`src/rtl/core/psa_pkg.sv`:
```
// shared constants, field layout and codes of the priority scheduler with aging
package psa_pkg;

	localparam int MAX_PROCESSES_DEF = 16;
	localparam int AGING_TICKS_DEF   = 4;

	// at most this many slots take part in one schedule
	localparam int SLOT_LIMIT   = 16;
	localparam int MAX_SEGMENTS = 32;

	localparam int SLOT_W  = 4;
	localparam int ARR_W   = 16;
	localparam int PRI_W   = 4;
	localparam int BURST_W = 12;
	localparam int TIME_W  = 17;
	localparam int COUNT_W = 5;
	localparam int SEG_W   = 6;

	// input tdata: slot, arrival_time, priority_level, burst_length, zero pad
	localparam int IN_DATA_W = 40;
	localparam int ARR_LSB   = SLOT_W;
	localparam int PRI_LSB   = ARR_LSB + ARR_W;
	localparam int BURST_LSB = PRI_LSB + PRI_W;

	// output tdata: process_slot, start_time, end_time, zero pad
	localparam int OUT_DATA_W = 40;
	localparam int OUT_PAD_W  = OUT_DATA_W - (SLOT_W + 2 * TIME_W);

	typedef enum logic {
		FUNC_LOAD  = 1'b0,
		FUNC_START = 1'b1
	} func_t;

endpackage

```
`src/rtl/core/priority_scheduler_with_aging_core.sv`:
```
// non-preemptive priority scheduler with aging: slot table, sequencer and segment output
//
// Load transactions (tuser 0) write one slot of the process table; a start transaction
// (tuser 1) runs the schedule over slots 0 .. process_count-1 (process_count clamped to
// min(MAX_PROCESSES, SLOT_LIMIT)) from tick 0 and emits one output transaction per
// segment, tlast on the final one. The input side is not ready while a transaction is
// being worked on. A load passes through the shared remainder unit (a reciprocal
// multiply for the quotient, then a multiply back and subtract) that yields the arrival
// tick's phase within the aging interval. For each emitted segment a start runs the
// same remainder unit on the current tick, then walks the table one slot a cycle (aging,
// selection and next-arrival search together), then emits the segment, which waits
// while the output side stalls. The output register frees the sequencer as soon as the
// previous segment has been taken.
module priority_scheduler_with_aging_core
	import psa_pkg::*;
#(
	parameter int MAX_PROCESSES = MAX_PROCESSES_DEF,
	parameter int AGING_TICKS   = AGING_TICKS_DEF
) (
	input  logic                  clk,
	input  logic                  arst_n,
	input  logic                  cfg_valid,
	output logic                  cfg_ready,
	input  logic [COUNT_W-1:0]    cfg_data,        // process_count
	input  logic                  s_axis_tvalid,
	output logic                  s_axis_tready,
	input  logic [IN_DATA_W-1:0]  s_axis_tdata,    // slot, arrival_time, priority_level, burst_length
	input  logic                  s_axis_tuser,    // func
	output logic                  m_axis_tvalid,
	input  logic                  m_axis_tready,
	output logic [OUT_DATA_W-1:0] m_axis_tdata,    // process_slot, start_time, end_time
	output logic                  m_axis_tuser,    // is_idle
	output logic                  m_axis_tlast     // last_segment
);

	localparam int IDX_W     = (MAX_PROCESSES > 1) ? $clog2(MAX_PROCESSES) : 1;
	localparam int SCAN_LIM  = (MAX_PROCESSES < SLOT_LIMIT) ? MAX_PROCESSES : SLOT_LIMIT;
	localparam int REM_W     = (AGING_TICKS > 1) ? $clog2(AGING_TICKS) : 1;
	// reciprocal of the aging interval, exact for every tick of TIME_W bits
	localparam int AGE_LOG   = (AGING_TICKS > 1) ? $clog2(AGING_TICKS) : 0;
	localparam int RECIP_SH  = TIME_W + AGE_LOG;
	localparam int RECIP     = ((1 << RECIP_SH) + AGING_TICKS - 1) / AGING_TICKS;
	localparam int PROD_W    = 2 * TIME_W + 1;

	typedef enum logic [1:0] {
		ST_IDLE,
		ST_MOD,
		ST_SCAN,
		ST_DECIDE
	} state_t;

	state_t state_q;

	// slot table
	logic [ARR_W-1:0]   arr_q        [MAX_PROCESSES];
	logic [BURST_W-1:0] burst_q      [MAX_PROCESSES];
	logic [PRI_W-1:0]   loaded_pri_q [MAX_PROCESSES];
	logic [PRI_W-1:0]   eff_pri_q    [MAX_PROCESSES];
	logic [REM_W-1:0]   arr_mod_q    [MAX_PROCESSES];
	logic               done_q       [MAX_PROCESSES];

	logic [COUNT_W-1:0] proc_count_q;
	logic [COUNT_W-1:0] n_q;
	logic [COUNT_W-1:0] done_cnt_q;
	logic [COUNT_W-1:0] i_q;
	logic [SEG_W-1:0]   k_q;
	logic [TIME_W-1:0]  time_q;
	logic [REM_W-1:0]   tmod_q;

	logic               best_v_q;
	logic [IDX_W-1:0]   best_idx_q;
	logic [PRI_W-1:0]   best_pri_q;
	logic [ARR_W-1:0]   best_arr_q;
	logic [BURST_W-1:0] best_burst_q;
	logic               next_v_q;
	logic [ARR_W-1:0]   next_arr_q;

	// remainder unit
	logic [TIME_W-1:0]    mod_x_q;
	logic [TIME_W-1:0]    mod_quo_q;
	logic                 mod_ph_q;
	logic                 load_mode_q;
	logic [IDX_W-1:0]     load_idx_q;

	// output register
	logic              out_valid_q;
	logic              out_idle_q;
	logic              out_last_q;
	logic [SLOT_W-1:0] out_slot_q;
	logic [TIME_W-1:0] out_start_q;
	logic [TIME_W-1:0] out_end_q;

	// input fields
	func_t              in_func;
	logic [SLOT_W-1:0]  in_slot;
	logic [ARR_W-1:0]   in_arr;
	logic [PRI_W-1:0]   in_pri;
	logic [BURST_W-1:0] in_burst;
	logic               in_accept;
	logic               load_ok;
	logic [IDX_W-1:0]   load_idx;
	logic [COUNT_W-1:0] n_clamp;

	assign in_func  = func_t'(s_axis_tuser);
	assign in_slot  = s_axis_tdata[SLOT_W-1:0];
	assign in_arr   = s_axis_tdata[ARR_LSB +: ARR_W];
	assign in_pri   = s_axis_tdata[PRI_LSB +: PRI_W];
	assign in_burst = s_axis_tdata[BURST_LSB +: BURST_W];

	assign s_axis_tready = (state_q == ST_IDLE);
	assign in_accept     = s_axis_tvalid && s_axis_tready;
	assign load_ok       = int'(in_slot) < MAX_PROCESSES;
	assign load_idx      = IDX_W'(in_slot);
	assign n_clamp       = (proc_count_q > COUNT_W'(SCAN_LIM)) ? COUNT_W'(SCAN_LIM)
	                                                           : proc_count_q;

	assign cfg_ready = 1'b1;

	// value mod AGING_TICKS in two steps
	logic [PROD_W-1:0] mod_prod;
	logic [TIME_W-1:0] mod_quo;
	logic [TIME_W-1:0] mod_back;
	logic [TIME_W-1:0] mod_diff;
	logic [REM_W-1:0]  mod_rem;
	logic              mod_last;

	always_comb begin
		// first step: quotient from the reciprocal product
		mod_prod = PROD_W'(mod_x_q) * PROD_W'(RECIP);
		mod_quo  = TIME_W'(mod_prod >> RECIP_SH);
		// second step: remainder from the registered quotient
		mod_back = mod_quo_q * TIME_W'(AGING_TICKS);
		mod_diff = mod_x_q - mod_back;
		mod_rem  = mod_diff[REM_W-1:0];
	end

	assign mod_last = mod_ph_q;

	// table walk: one slot per cycle
	logic [IDX_W-1:0]  sc_idx;
	logic [TIME_W-1:0] sc_arr;
	logic [PRI_W-1:0]  sc_pri;
	logic              sc_ready;
	logic              sc_age;
	logic [PRI_W-1:0]  sc_eff;
	logic              sc_take;
	logic              sc_future;
	logic              sc_end;

	always_comb begin
		sc_idx   = i_q[IDX_W-1:0];
		sc_arr   = TIME_W'(arr_q[sc_idx]);
		sc_pri   = eff_pri_q[sc_idx];
		sc_ready = !done_q[sc_idx] && (sc_arr <= time_q);
		// a ready process has waited since its arrival tick
		sc_age   = sc_ready && (sc_arr != time_q) && (arr_mod_q[sc_idx] == tmod_q);
		if (!sc_age) begin
			sc_eff = sc_pri;
		end else if (sc_pri > PRI_W'(1)) begin
			sc_eff = sc_pri - PRI_W'(1);
		end else begin
			sc_eff = PRI_W'(1);
		end
		sc_take = sc_ready && (!best_v_q || (sc_eff < best_pri_q) ||
		          ((sc_eff == best_pri_q) && (arr_q[sc_idx] < best_arr_q)));
		sc_future = !done_q[sc_idx] && !sc_ready &&
		            (!next_v_q || (arr_q[sc_idx] < next_arr_q));
		sc_end = (i_q == n_q - COUNT_W'(1));
	end

	// segment decision
	logic              out_free;
	logic              out_load;
	logic [TIME_W-1:0] seg_end;
	logic [TIME_W-1:0] idle_end;
	logic              dec_last;

	assign out_free = !out_valid_q || m_axis_tready;
	assign out_load = (state_q == ST_DECIDE) && (best_v_q || next_v_q) && out_free;
	assign seg_end  = time_q + TIME_W'(best_burst_q);
	assign idle_end = TIME_W'(next_arr_q);
	assign dec_last = (best_v_q && (done_cnt_q + COUNT_W'(1) == n_q)) ||
	                  (k_q + SEG_W'(1) == SEG_W'(MAX_SEGMENTS));

	// slot table payload
	always_ff @(posedge clk) begin
		if (in_accept && (in_func == FUNC_LOAD) && load_ok) begin
			arr_q[load_idx]        <= in_arr;
			loaded_pri_q[load_idx] <= in_pri;
			burst_q[load_idx]      <= in_burst;
		end
		if (in_accept && (in_func == FUNC_START)) begin
			for (int j = 0; j < MAX_PROCESSES; j++) begin
				eff_pri_q[j] <= loaded_pri_q[j];
			end
		end
		if (state_q == ST_SCAN) begin
			eff_pri_q[sc_idx] <= sc_eff;
		end
		if ((state_q == ST_MOD) && mod_last && load_mode_q) begin
			arr_mod_q[load_idx_q] <= mod_rem;
		end
	end

	// configuration register
	always_ff @(posedge clk or negedge arst_n) begin
		if (!arst_n) begin
			proc_count_q <= '0;
		end else if (cfg_valid && cfg_ready) begin
			proc_count_q <= cfg_data;
		end
	end

	// sequencer and output register
	always_ff @(posedge clk or negedge arst_n) begin
		if (!arst_n) begin
			state_q     <= ST_IDLE;
			n_q         <= '0;
			done_cnt_q  <= '0;
			i_q         <= '0;
			k_q         <= '0;
			time_q      <= '0;
			best_v_q    <= 1'b0;
			next_v_q    <= 1'b0;
			mod_ph_q    <= 1'b0;
			load_mode_q <= 1'b0;
			out_valid_q <= 1'b0;
			for (int j = 0; j < MAX_PROCESSES; j++) begin
				done_q[j] <= 1'b0;
			end
		end else begin
			if (out_load) begin
				out_valid_q <= 1'b1;
			end else if (m_axis_tready) begin
				out_valid_q <= 1'b0;
			end
			unique case (state_q)
				ST_IDLE: begin
					if (in_accept) begin
						unique case (in_func)
							FUNC_LOAD: begin
								if (load_ok) begin
									mod_x_q     <= TIME_W'(in_arr);
									mod_ph_q    <= 1'b0;
									load_mode_q <= 1'b1;
									load_idx_q  <= load_idx;
									state_q     <= ST_MOD;
								end
							end
							FUNC_START: begin
								for (int j = 0; j < MAX_PROCESSES; j++) begin
									done_q[j] <= 1'b0;
								end
								n_q         <= n_clamp;
								done_cnt_q  <= '0;
								k_q         <= '0;
								time_q      <= '0;
								mod_x_q     <= '0;
								mod_ph_q    <= 1'b0;
								load_mode_q <= 1'b0;
								if (n_clamp != '0) begin
									state_q <= ST_MOD;
								end
							end
							default: ;
						endcase
					end
				end
				ST_MOD: begin
					if (!mod_ph_q) begin
						mod_quo_q <= mod_quo;
					end
					mod_ph_q <= !mod_ph_q;
					if (mod_last) begin
						if (load_mode_q) begin
							state_q <= ST_IDLE;
						end else begin
							tmod_q   <= mod_rem;
							i_q      <= '0;
							best_v_q <= 1'b0;
							next_v_q <= 1'b0;
							state_q  <= ST_SCAN;
						end
					end
				end
				ST_SCAN: begin
					if (sc_take) begin
						best_v_q     <= 1'b1;
						best_idx_q   <= sc_idx;
						best_pri_q   <= sc_eff;
						best_arr_q   <= arr_q[sc_idx];
						best_burst_q <= burst_q[sc_idx];
					end
					if (sc_future) begin
						next_v_q   <= 1'b1;
						next_arr_q <= arr_q[sc_idx];
					end
					i_q <= i_q + COUNT_W'(1);
					if (sc_end) begin
						state_q <= ST_DECIDE;
					end
				end
				ST_DECIDE: begin
					if (!best_v_q && !next_v_q) begin
						state_q <= ST_IDLE;
					end else if (out_free) begin
						out_idle_q  <= !best_v_q;
						out_last_q  <= dec_last;
						out_start_q <= time_q;
						k_q         <= k_q + SEG_W'(1);
						if (best_v_q) begin
							out_slot_q          <= SLOT_W'(best_idx_q);
							out_end_q           <= seg_end;
							time_q              <= seg_end;
							mod_x_q             <= seg_end;
							done_q[best_idx_q]  <= 1'b1;
							done_cnt_q          <= done_cnt_q + COUNT_W'(1);
						end else begin
							// nothing ready: idle up to the next arrival
							out_slot_q <= '0;
							out_end_q  <= idle_end;
							time_q     <= idle_end;
							mod_x_q    <= idle_end;
						end
						state_q <= dec_last ? ST_IDLE : ST_MOD;
					end
				end
				default: state_q <= ST_IDLE;
			endcase
		end
	end

	assign m_axis_tvalid = out_valid_q;
	assign m_axis_tuser  = out_idle_q;
	assign m_axis_tlast  = out_last_q;
	assign m_axis_tdata  = {OUT_PAD_W'(0), out_end_q, out_start_q, out_slot_q};

endmodule

```
`config.mk`:
```
export PLATFORM = sky130hd
export DESIGN_NAME = priority_scheduler_with_aging_core
export DESIGN_NICKNAME = d
export VERILOG_FILES = /design/src/rtl/core/psa_pkg.sv /design/src/rtl/core/priority_scheduler_with_aging_core.sv
export SDC_FILE = /design/constraint.sdc
export NUM_CORES = 1
export LEC_CHECK = 0
export BUFFER_PORTS_ARGS = -buffer_cell sky130_fd_sc_hd__buf_2
export CAP_MARGIN = 30
export CORE_ASPECT_RATIO = 0.7
export CORE_MARGIN = 2
export CORE_UTILIZATION = 65
export DETAILED_ROUTE_END_ITERATION = 7
export GPL_TIMING_DRIVEN = 0
export PLACE_DENSITY_LB_ADDON = 0.08
export REMOVE_ABC_BUFFERS = 1
export SYNTH_ARGS = -nofsm -noshare
export SYNTH_HDL_FRONTEND = slang
export SYNTH_SLANG_ARGS = --single-unit
export TNS_END_PERCENT = 10
```
`constraint.sdc`:
```
create_clock -name clk -period 15.6 [get_ports clk]
set_input_delay 0.78 -clock clk [delete_from_list [all_inputs] [get_ports clk]]
set_output_delay 0.78 -clock clk [all_outputs]
set_load 0.005 [all_outputs]
```
==> results of run 1 <==
[path summary, 6_finish.rpt]
check | start | endpoint | cells after the start
max in group asynchronous | arst_n | i_q[0] | 3
worst max-delay path | i_q[0] | best_burst_q[3] | 22
worst min-delay path | s_axis_tdata[0] | load_idx_q[0] | 1
min in group asynchronous | arst_n | time_q[4] | 2
worst min register to register | done_q[5] | done_q[5] | 2
worst max register to register | i_q[0] | best_burst_q[3] | 22
[power groups by stage]
stage | logic [W] | clock network (W) | registers [W]
floorplan | 0.00111 | 0 | 0.00265
global placement | 0.00152 | 0 | 0.00276
detailed placement | 0.00160 | 0 | 0.00261
CTS | 0.00162 | 0.00177 | 0.00257
global route | 0.00175 | 0.00185 | 0.00259
finish | 0.00162 | 0.00175 | 0.00257
[through the flow]
stage	total power (W)	setup TNS [ns]	instances	util, %
floorplan	0.003759	0	1718	-
global placement	0.004277	-128.07	2461	68.07
detailed placement	0.004215	0	2511	70.06
CTS	0.005963	0	2638	74.92
global route	0.006194	0	2639	74.94
finish	0.005945	0	2640	74.94
[cells in the mapped netlist (all sizes together) (16+ instances only)]
master / count / area (sq um)
mux4: 167 / 3761
clkbuf: 35 / 132.6
xnor2: 22 / 192.7
o21ai: 110 / 584.3
a21o: 20 / 150.1
inv: 66 / 247.7
nand3: 35 / 180.2
buf: 34 / 190.2
nand2: 141 / 529.3
nor2: 78 / 292.8
dfrtp: 66 / 1652
nor3: 16 / 91.34
ha: 71 / 888.4
edfxtp: 708 / 21260
a21oi: 45 / 225.2
[area by class of cell]
class | instances | area share [%]
sequential | 774 | 63.69
multi-input combinational | 878 | 23.38
clock buffer | 87 | 5.335
timing repair buffer | 140 | 3.489
tap | 655 | 2.277
clock inverter | 39 | 1.133
inverter | 66 | 0.6882
antenna | 1 | 0.006951
[sequential cells by signal, indices dropped and copies added (netlist names), 16 cells and up, named ones only]
name          cells
best_arr_q       16
out_start_q      17
out_end_q        17
burst_q         192
arr_mod_q        32
eff_pri_q        64
loaded_pri_q     64
done_q           16
arr_q           256
next_arr_q       16
time_q           17
[kinds of logic (layout without fill, tap and decap cells)]
family	after synthesis	in the layout	share of synthesized area, %
flip-flops	774	774	72.15
AND/OR/NAND/NOR	340	340	4.913
AO/OA/AOI/OAI	245	245	4.881
multiplexers	185	185	12.47
buffers and inverters	135	332	1.797
adder cells (fa/ha/maj)	72	72	2.860
XOR/XNOR	33	33	0.9101
other	2	4	0.02365
[metal layers]
layer	up-vias	wire, um
li1	7356	-
met4	4	1686
met5	-	22
met3	121	6651
met1	8697	29480
met2	813	33030
[what timing repair did]
action,in CTS,in global routing
gates resized for setup,0,0
hold buffers,1,0
endpoints found under the hold margin,1,0
buffers inserted,0,0
==> results.py, run 1 <==
metrics = {
    "logic_synthesis": {
        "avgSynthCellArea_sq_um": 17.78,
        "postSynth.asyncResetShare_pct": 8.527,
        "yosys_warnings": 0,
        "yosys_register_bits": 774,
        "syn_area_sq_mm": 0.03176,
        "synth_ff_type": "edfxtp_1",
        "synth.distinct_cells": 68,
        "synth-edff-count": 708,
        "synth-seq-area-share_pct": 72.15,
        "synth_cells": 1786,
    },
    "sta": {
        "fin_crit_ns": 7.800,
        "tightestPinTransition_ns": 0.9949,
        "slew_headroom_pct": 33.37,
        "setup_violations": 0,
        "fin_crit_sh_pct": 50.00,
        "fin_skew_ns": 0.02485,
        "finalHoldViolCount": 0,
        "rsz0062_at_grt": "false",
        "fin_hold_ws_ns": 0.4052,
        "fin_ws_ns": 7.800,
        "max_freq_mhz": 128.2,
        "slew_viol_final": 0,
    },
    "critical_path": {
        "path_class": "flip-flop to flip-flop",
        "cp_slowest_cell": "dfrtp_4",
        "crit_path_end_kind": "flip-flop",
        "cp.required_ns": 15.93,
        "critPathTopFamily": "compound AO/OA/AOI/OAI gates",
        "path_cells": "buf_16 -> buf_16 -> mux4_2 -> mux4_2 -> ha_1 -> a21oi_1 -> nand2_1 -> a211o_1 -> a211oi_1 -> nor2_1 -> o41a_1 -> a31oi_4 -> inv_2 -> ha_1 -> o21a_1 -> o21ai_0 -> or3_1 -> a21oi_1 -> nor4_2 -> buf_4 -> buf_4 -> buf_4",
        "crit_path_max_incr_delay_ns": 0.97,
        "cp_max_fo": 41,
        "r2r_slack_ns": 7.80,
        "startpoint_type": "flip-flop",
        "critPathArrivalTime_ns": 8.13,
        "crit_top_cell": "buf_4",
        "crit_buf_inv": 6,
    },
    "route": {
        "antenna_left": 0,
        "wl_per_cell_um": 26.84,
        "via_count": 16990,
        "drtPass1Iterations": 5,
        "remaining_drc_errors": 0,
        "drt_wl_total_um": 70870,
        "first_iter_violations": 2178,
        "vias_per_cell": 6.436,
    },
    "layout": {
        "area_growth_pct": 13.36,
        "nets": 2053,
        "ff_latch_area_sq_mm": 0.02293,
        "final_area_sq_mm": 0.03600,
        "multiInputGateArea_sq_mm": 0.008418,
        "final_cell_mix": "edfxtp_1 (708), mux4_2 (167), nand2_1 (141)",
        "fillCellCount": 2757,
        "final_common_cell": "edfxtp_1",
        "drive_gt1_share_pct": 23.49,
    },
    "global_routing": {
        "use_met1_pct": 44.28,
        "grt.overflow.total": 0,
        "use_met2_pct": 43.67,
        "groute.usage.overall_pct": 29.11,
        "antenna_found_initial": 2,
        "grt_pass1_wl_um": 106000,
        "grt_max_degree": 71,
        "grt_pass1_vias": 16920,
        "met3_usage_pct": 6.451,
        "top_usage_layer": "met1",
    },
    "die": {
        "die_x_um": 268.2,
        "boundaryPins": 96,
        "initial_core_util_pct": 66.11,
        "core_area_sq_mm": 0.04803,
        "rows": 67,
        "dieArea_sq_mm": 0.05067,
        "die_y_um": 188.9,
    },
    "clock_tree": {
        "clockBufferDepth": 3,
        "clkTransAtPathRegs_ns": 0.07,
        "clock_sinks": 774,
        "tritoncts": "done",
        "numCtsBuffers": 70,
        "root_buffer": "clkbuf_16",
        "htreeDepth": 3,
        "clkLatencyLatePin_ns": 0.62,
    },
    "pwr": {
        "p_per_area_mw_per_mm2": 165.1,
        "power_switching_w": 0.001804,
        "ir_drop_v": 0.0001115,
        "p_clk_share_pct": 29.4,
        "pwr-share-comb_pct": 27.3,
        "internal-power_w": 0.004140,
        "p_leak_nw": 12.41,
        "swShare_pct": 30.35,
        "pwr-share-seq_pct": 43.3,
    },
    "run": {
        "cap_violations": 0,
    },
    "placement": {
        "place_ws_ns": 7.224,
        "placed_area_sq_mm": 0.03365,
        "dp_hpwl_um": 44040,
        "gp_congestion": 0.8526,
        "numPortBuffers": 88,
    },
    "hold_path": {
        "min_path_type": "primary input to flip-flop",
    },
    "outcome": {
        "status": "completed",
    },
}
No activity file was read; power rests on OpenSTA's default activity.
==> run 2: changes to the inputs <==
--- a/config.mk
+++ b/config.mk
@@ -9,7 +9,7 @@
 export CAP_MARGIN = 30
 export CORE_ASPECT_RATIO = 0.7
 export CORE_MARGIN = 2
-export CORE_UTILIZATION = 65
+export CORE_UTILIZATION = 56
 export DETAILED_ROUTE_END_ITERATION = 7
 export GPL_TIMING_DRIVEN = 0
 export PLACE_DENSITY_LB_ADDON = 0.08
==> constraint.sdc (replaced) <==
create_clock -name clk -period 6.44 [get_ports clk]
set_input_delay 0.322 -clock clk [delete_from_list [all_inputs] [get_ports clk]]
set_output_delay 0.322 -clock clk [all_outputs]
set_load 0.005 [all_outputs]
==> results.py, run 2 (synthesis gave the netlist of run 1 again) <==
metrics = {
    "sta": {
        "finalHoldViolCount": 0,
        "fin_skew_ns": 0.02264,
        "fin_ws_ns": 0.2109,
        "slew_headroom_pct": 26.06,
        "slew_viol_final": 0,
        "rsz0062_at_grt": "false",
        "fin_crit_sh_pct": 96.73,
        "fin_crit_ns": 6.229,
        "tightestPinTransition_ns": 1.107,
        "setup_violations": 0,
        "tns_ns": 0,
        "max_freq_mhz": 160.5,
    },
    "global_routing": {
        "grt_pass1_vias": 16890,
        "groute.usage.overall_pct": 25.71,
        "antenna_found_initial": 5,
        "grt.overflow.total": 0,
        "grt_max_degree": 66,
        "grt_pass1_wl_um": 108700,
    },
    "layout": {
        "top_regs": "arr_q (256), burst_q (192)",
        "postLayoutCoreUtil_pct": 65.82,
        "drive_gt1_share_pct": 24.89,
        "area_growth_pct": 15.38,
        "nets": 2093,
        "final_cell_mix": "edfxtp_1 (708), mux4_2 (167), nand2_1 (140)",
        "top_register": "arr_q",
        "largest_reg_flops": 256,
        "fillCellCount": 3754,
        "final_common_cell": "edfxtp_1",
    },
    "pwr": {
        "p_leak_nw": 12.66,
        "p_per_area_mw_per_mm2": 403.6,
        "power_switching_w": 0.004599,
        "ir_drop_v": 0.0002825,
        "internal-power_w": 0.01019,
        "pwr-share-comb_pct": 30.6,
        "pwr-share-seq_pct": 41.6,
        "swShare_pct": 31.10,
        "p_clk_share_pct": 27.8,
    },
    "clock_tree": {
        "tritoncts": "done",
        "htreeDepth": 3,
        "clockBufferDepth": 3,
        "clock_sinks": 774,
        "numCtsBuffers": 73,
        "root_buffer": "clkbuf_16",
        "clkTransAtPathRegs_ns": 0.06,
        "clkLatencyLatePin_ns": 0.61,
    },
    "placement": {
        "numPortBuffers": 88,
        "place_ws_ns": -1.860,
        "dp_hpwl_um": 44820,
        "gp_congestion": 0.8126,
    },
    "route": {
        "drt_wl_total_um": 73210,
        "antenna_left": 0,
        "remaining_drc_errors": 0,
        "wl_per_cell_um": 26.46,
        "first_iter_violations": 1731,
        "drtPass1Iterations": 5,
        "vias_per_cell": 6.156,
        "via_count": 17030,
    },
    "hold_path": {
        "worstHoldPathCells": 1,
        "whs_endpoint": "load_idx_q[2]",
        "min_path_type": "primary input to flip-flop",
        "holdCritStartpoint": "s_axis_tdata[2]",
    },
    "critical_path": {
        "r2r-end": "best_burst_q[3]",
        "cp_slowest_cell": "mux4_2",
        "startpoint_type": "flip-flop",
        "crit_top_cell": "buf_4",
        "path_cells": "buf_4 -> bufbuf_16 -> mux4_2 -> mux4_2 -> ha_4 -> nand3_1 -> nor4_1 -> and4b_2 -> nand2b_1 -> nor2_4 -> nor4b_2 -> mux2_4 -> inv_1 -> ha_1 -> o21a_1 -> o21a_1 -> o21ai_2 -> or3_4 -> a21oi_2 -> nor4_4 -> buf_6 -> buf_4 -> buf_4",
        "cp.required_ns": 6.75,
        "cp_max_fo": 10,
        "crit_path_max_incr_delay_ns": 0.66,
        "r2r_slack_ns": 0.21,
        "crit_path_end_kind": "flip-flop",
        "path_class": "flip-flop to flip-flop",
        "critPathArrivalTime_ns": 6.54,
        "r2r_cells": 23,
        "crit-reg2reg-launch": "i_q[0]",
    },
    "die": {
        "rows": 72,
        "dieArea_sq_mm": 0.05866,
        "core_area_sq_mm": 0.05567,
        "die_x_um": 288.6,
        "die_y_um": 203.2,
        "boundaryPins": 96,
        "initial_core_util_pct": 57.04,
    },
    "run": {
        "cap_violations": 0,
    },
    "outcome": {
        "status": "completed",
    },
}
-- run 2: how the worst max path moves through the flow --
stage / slack (ns) / cells past startpoint / end / startpoint
after floorplan: -7.07 / 18 / best_arr_q[0] / i_q[0]
after global placement: -13.74 / 20 / best_burst_q[5] / i_q[0]
after detailed placement: -1.86 / 23 / best_burst_q[6] / i_q[0]
after CTS: 0.05 / 23 / best_burst_q[7] / i_q[0]
after global routing: 0.03 / 25 / best_burst_q[3] / i_q[0]
final: 0.21 / 23 / best_burst_q[3] / i_q[0]
-- run 2: power by group through the flow --
stage	sequential, W	clock (W)	combinational (W)
after floorplan	0.00642	0	0.00268
after global placement	0.00668	0	0.00378
after detailed placement	0.00635	0	0.00392
after CTS	0.00615	0.00419	0.00443
after global routing	0.00618	0.00438	0.00487
final	0.00615	0.00412	0.00452
-- run 2: critical path, delay by kind of cell (launching register included) --
kind | cells | cell delay, ns
AO/OA/AOI/OAI | 4 | 0.48
buffers and inverters | 6 | 1.11
AND/OR/NAND/NOR | 8 | 1.75
adder cells (fa/ha/maj) | 2 | 0.59
flip-flops | 1 | 0.44
multiplexers | 3 | 1.53
-- run 2: per-layer routing --
metal	global-route usage, %	vias up	routed length [um]
li1	-	7455	-
met1	38.17	8794	31850
met2	38.94	672	33630
met3	6.286	109	6266
met4	6.388	4	1437
met5	0	-	30
-- run 2: final cells by class --
cell class	instances	area [sq um]	share of cell area (%)
flip-flops and latches	774	22930	62.57
multi-input cells	878	8509	23.22
clock buffers	97	2001	5.460
repair buffers	177	1782	4.862
well taps	740	925.9	2.527
inverters	66	247.7	0.6761
clock inverters	33	246.5	0.6727
diodes	2	5.005	0.01366
-- run 2: timing repair --
item,4_1_cts,5_1_grt
gates cloned,6,1
hold endpoints to repair,73,0
hold buffers,8,0
gates resized for setup,14,8
pin swaps,3,3
endpoints found under the setup margin,36,27
setup buffers,16,5
-- run 2: stage by stage --
step | area, sq um | power (W) | std cells | hold WS, ns
final | 36640 | 0.01479 | 2767 | 0.06462
after CTS | 36540 | 0.01477 | 2759 | 0.02188
after global routing | 36640 | 0.01544 | 2766 | 0.04019
after global placement | 32810 | 0.01046 | 2546 | 0.4684
after floorplan | 31440 | 0.009106 | 1718 | 0.02641
after detailed placement | 33800 | 0.01027 | 2599 | 0.1578
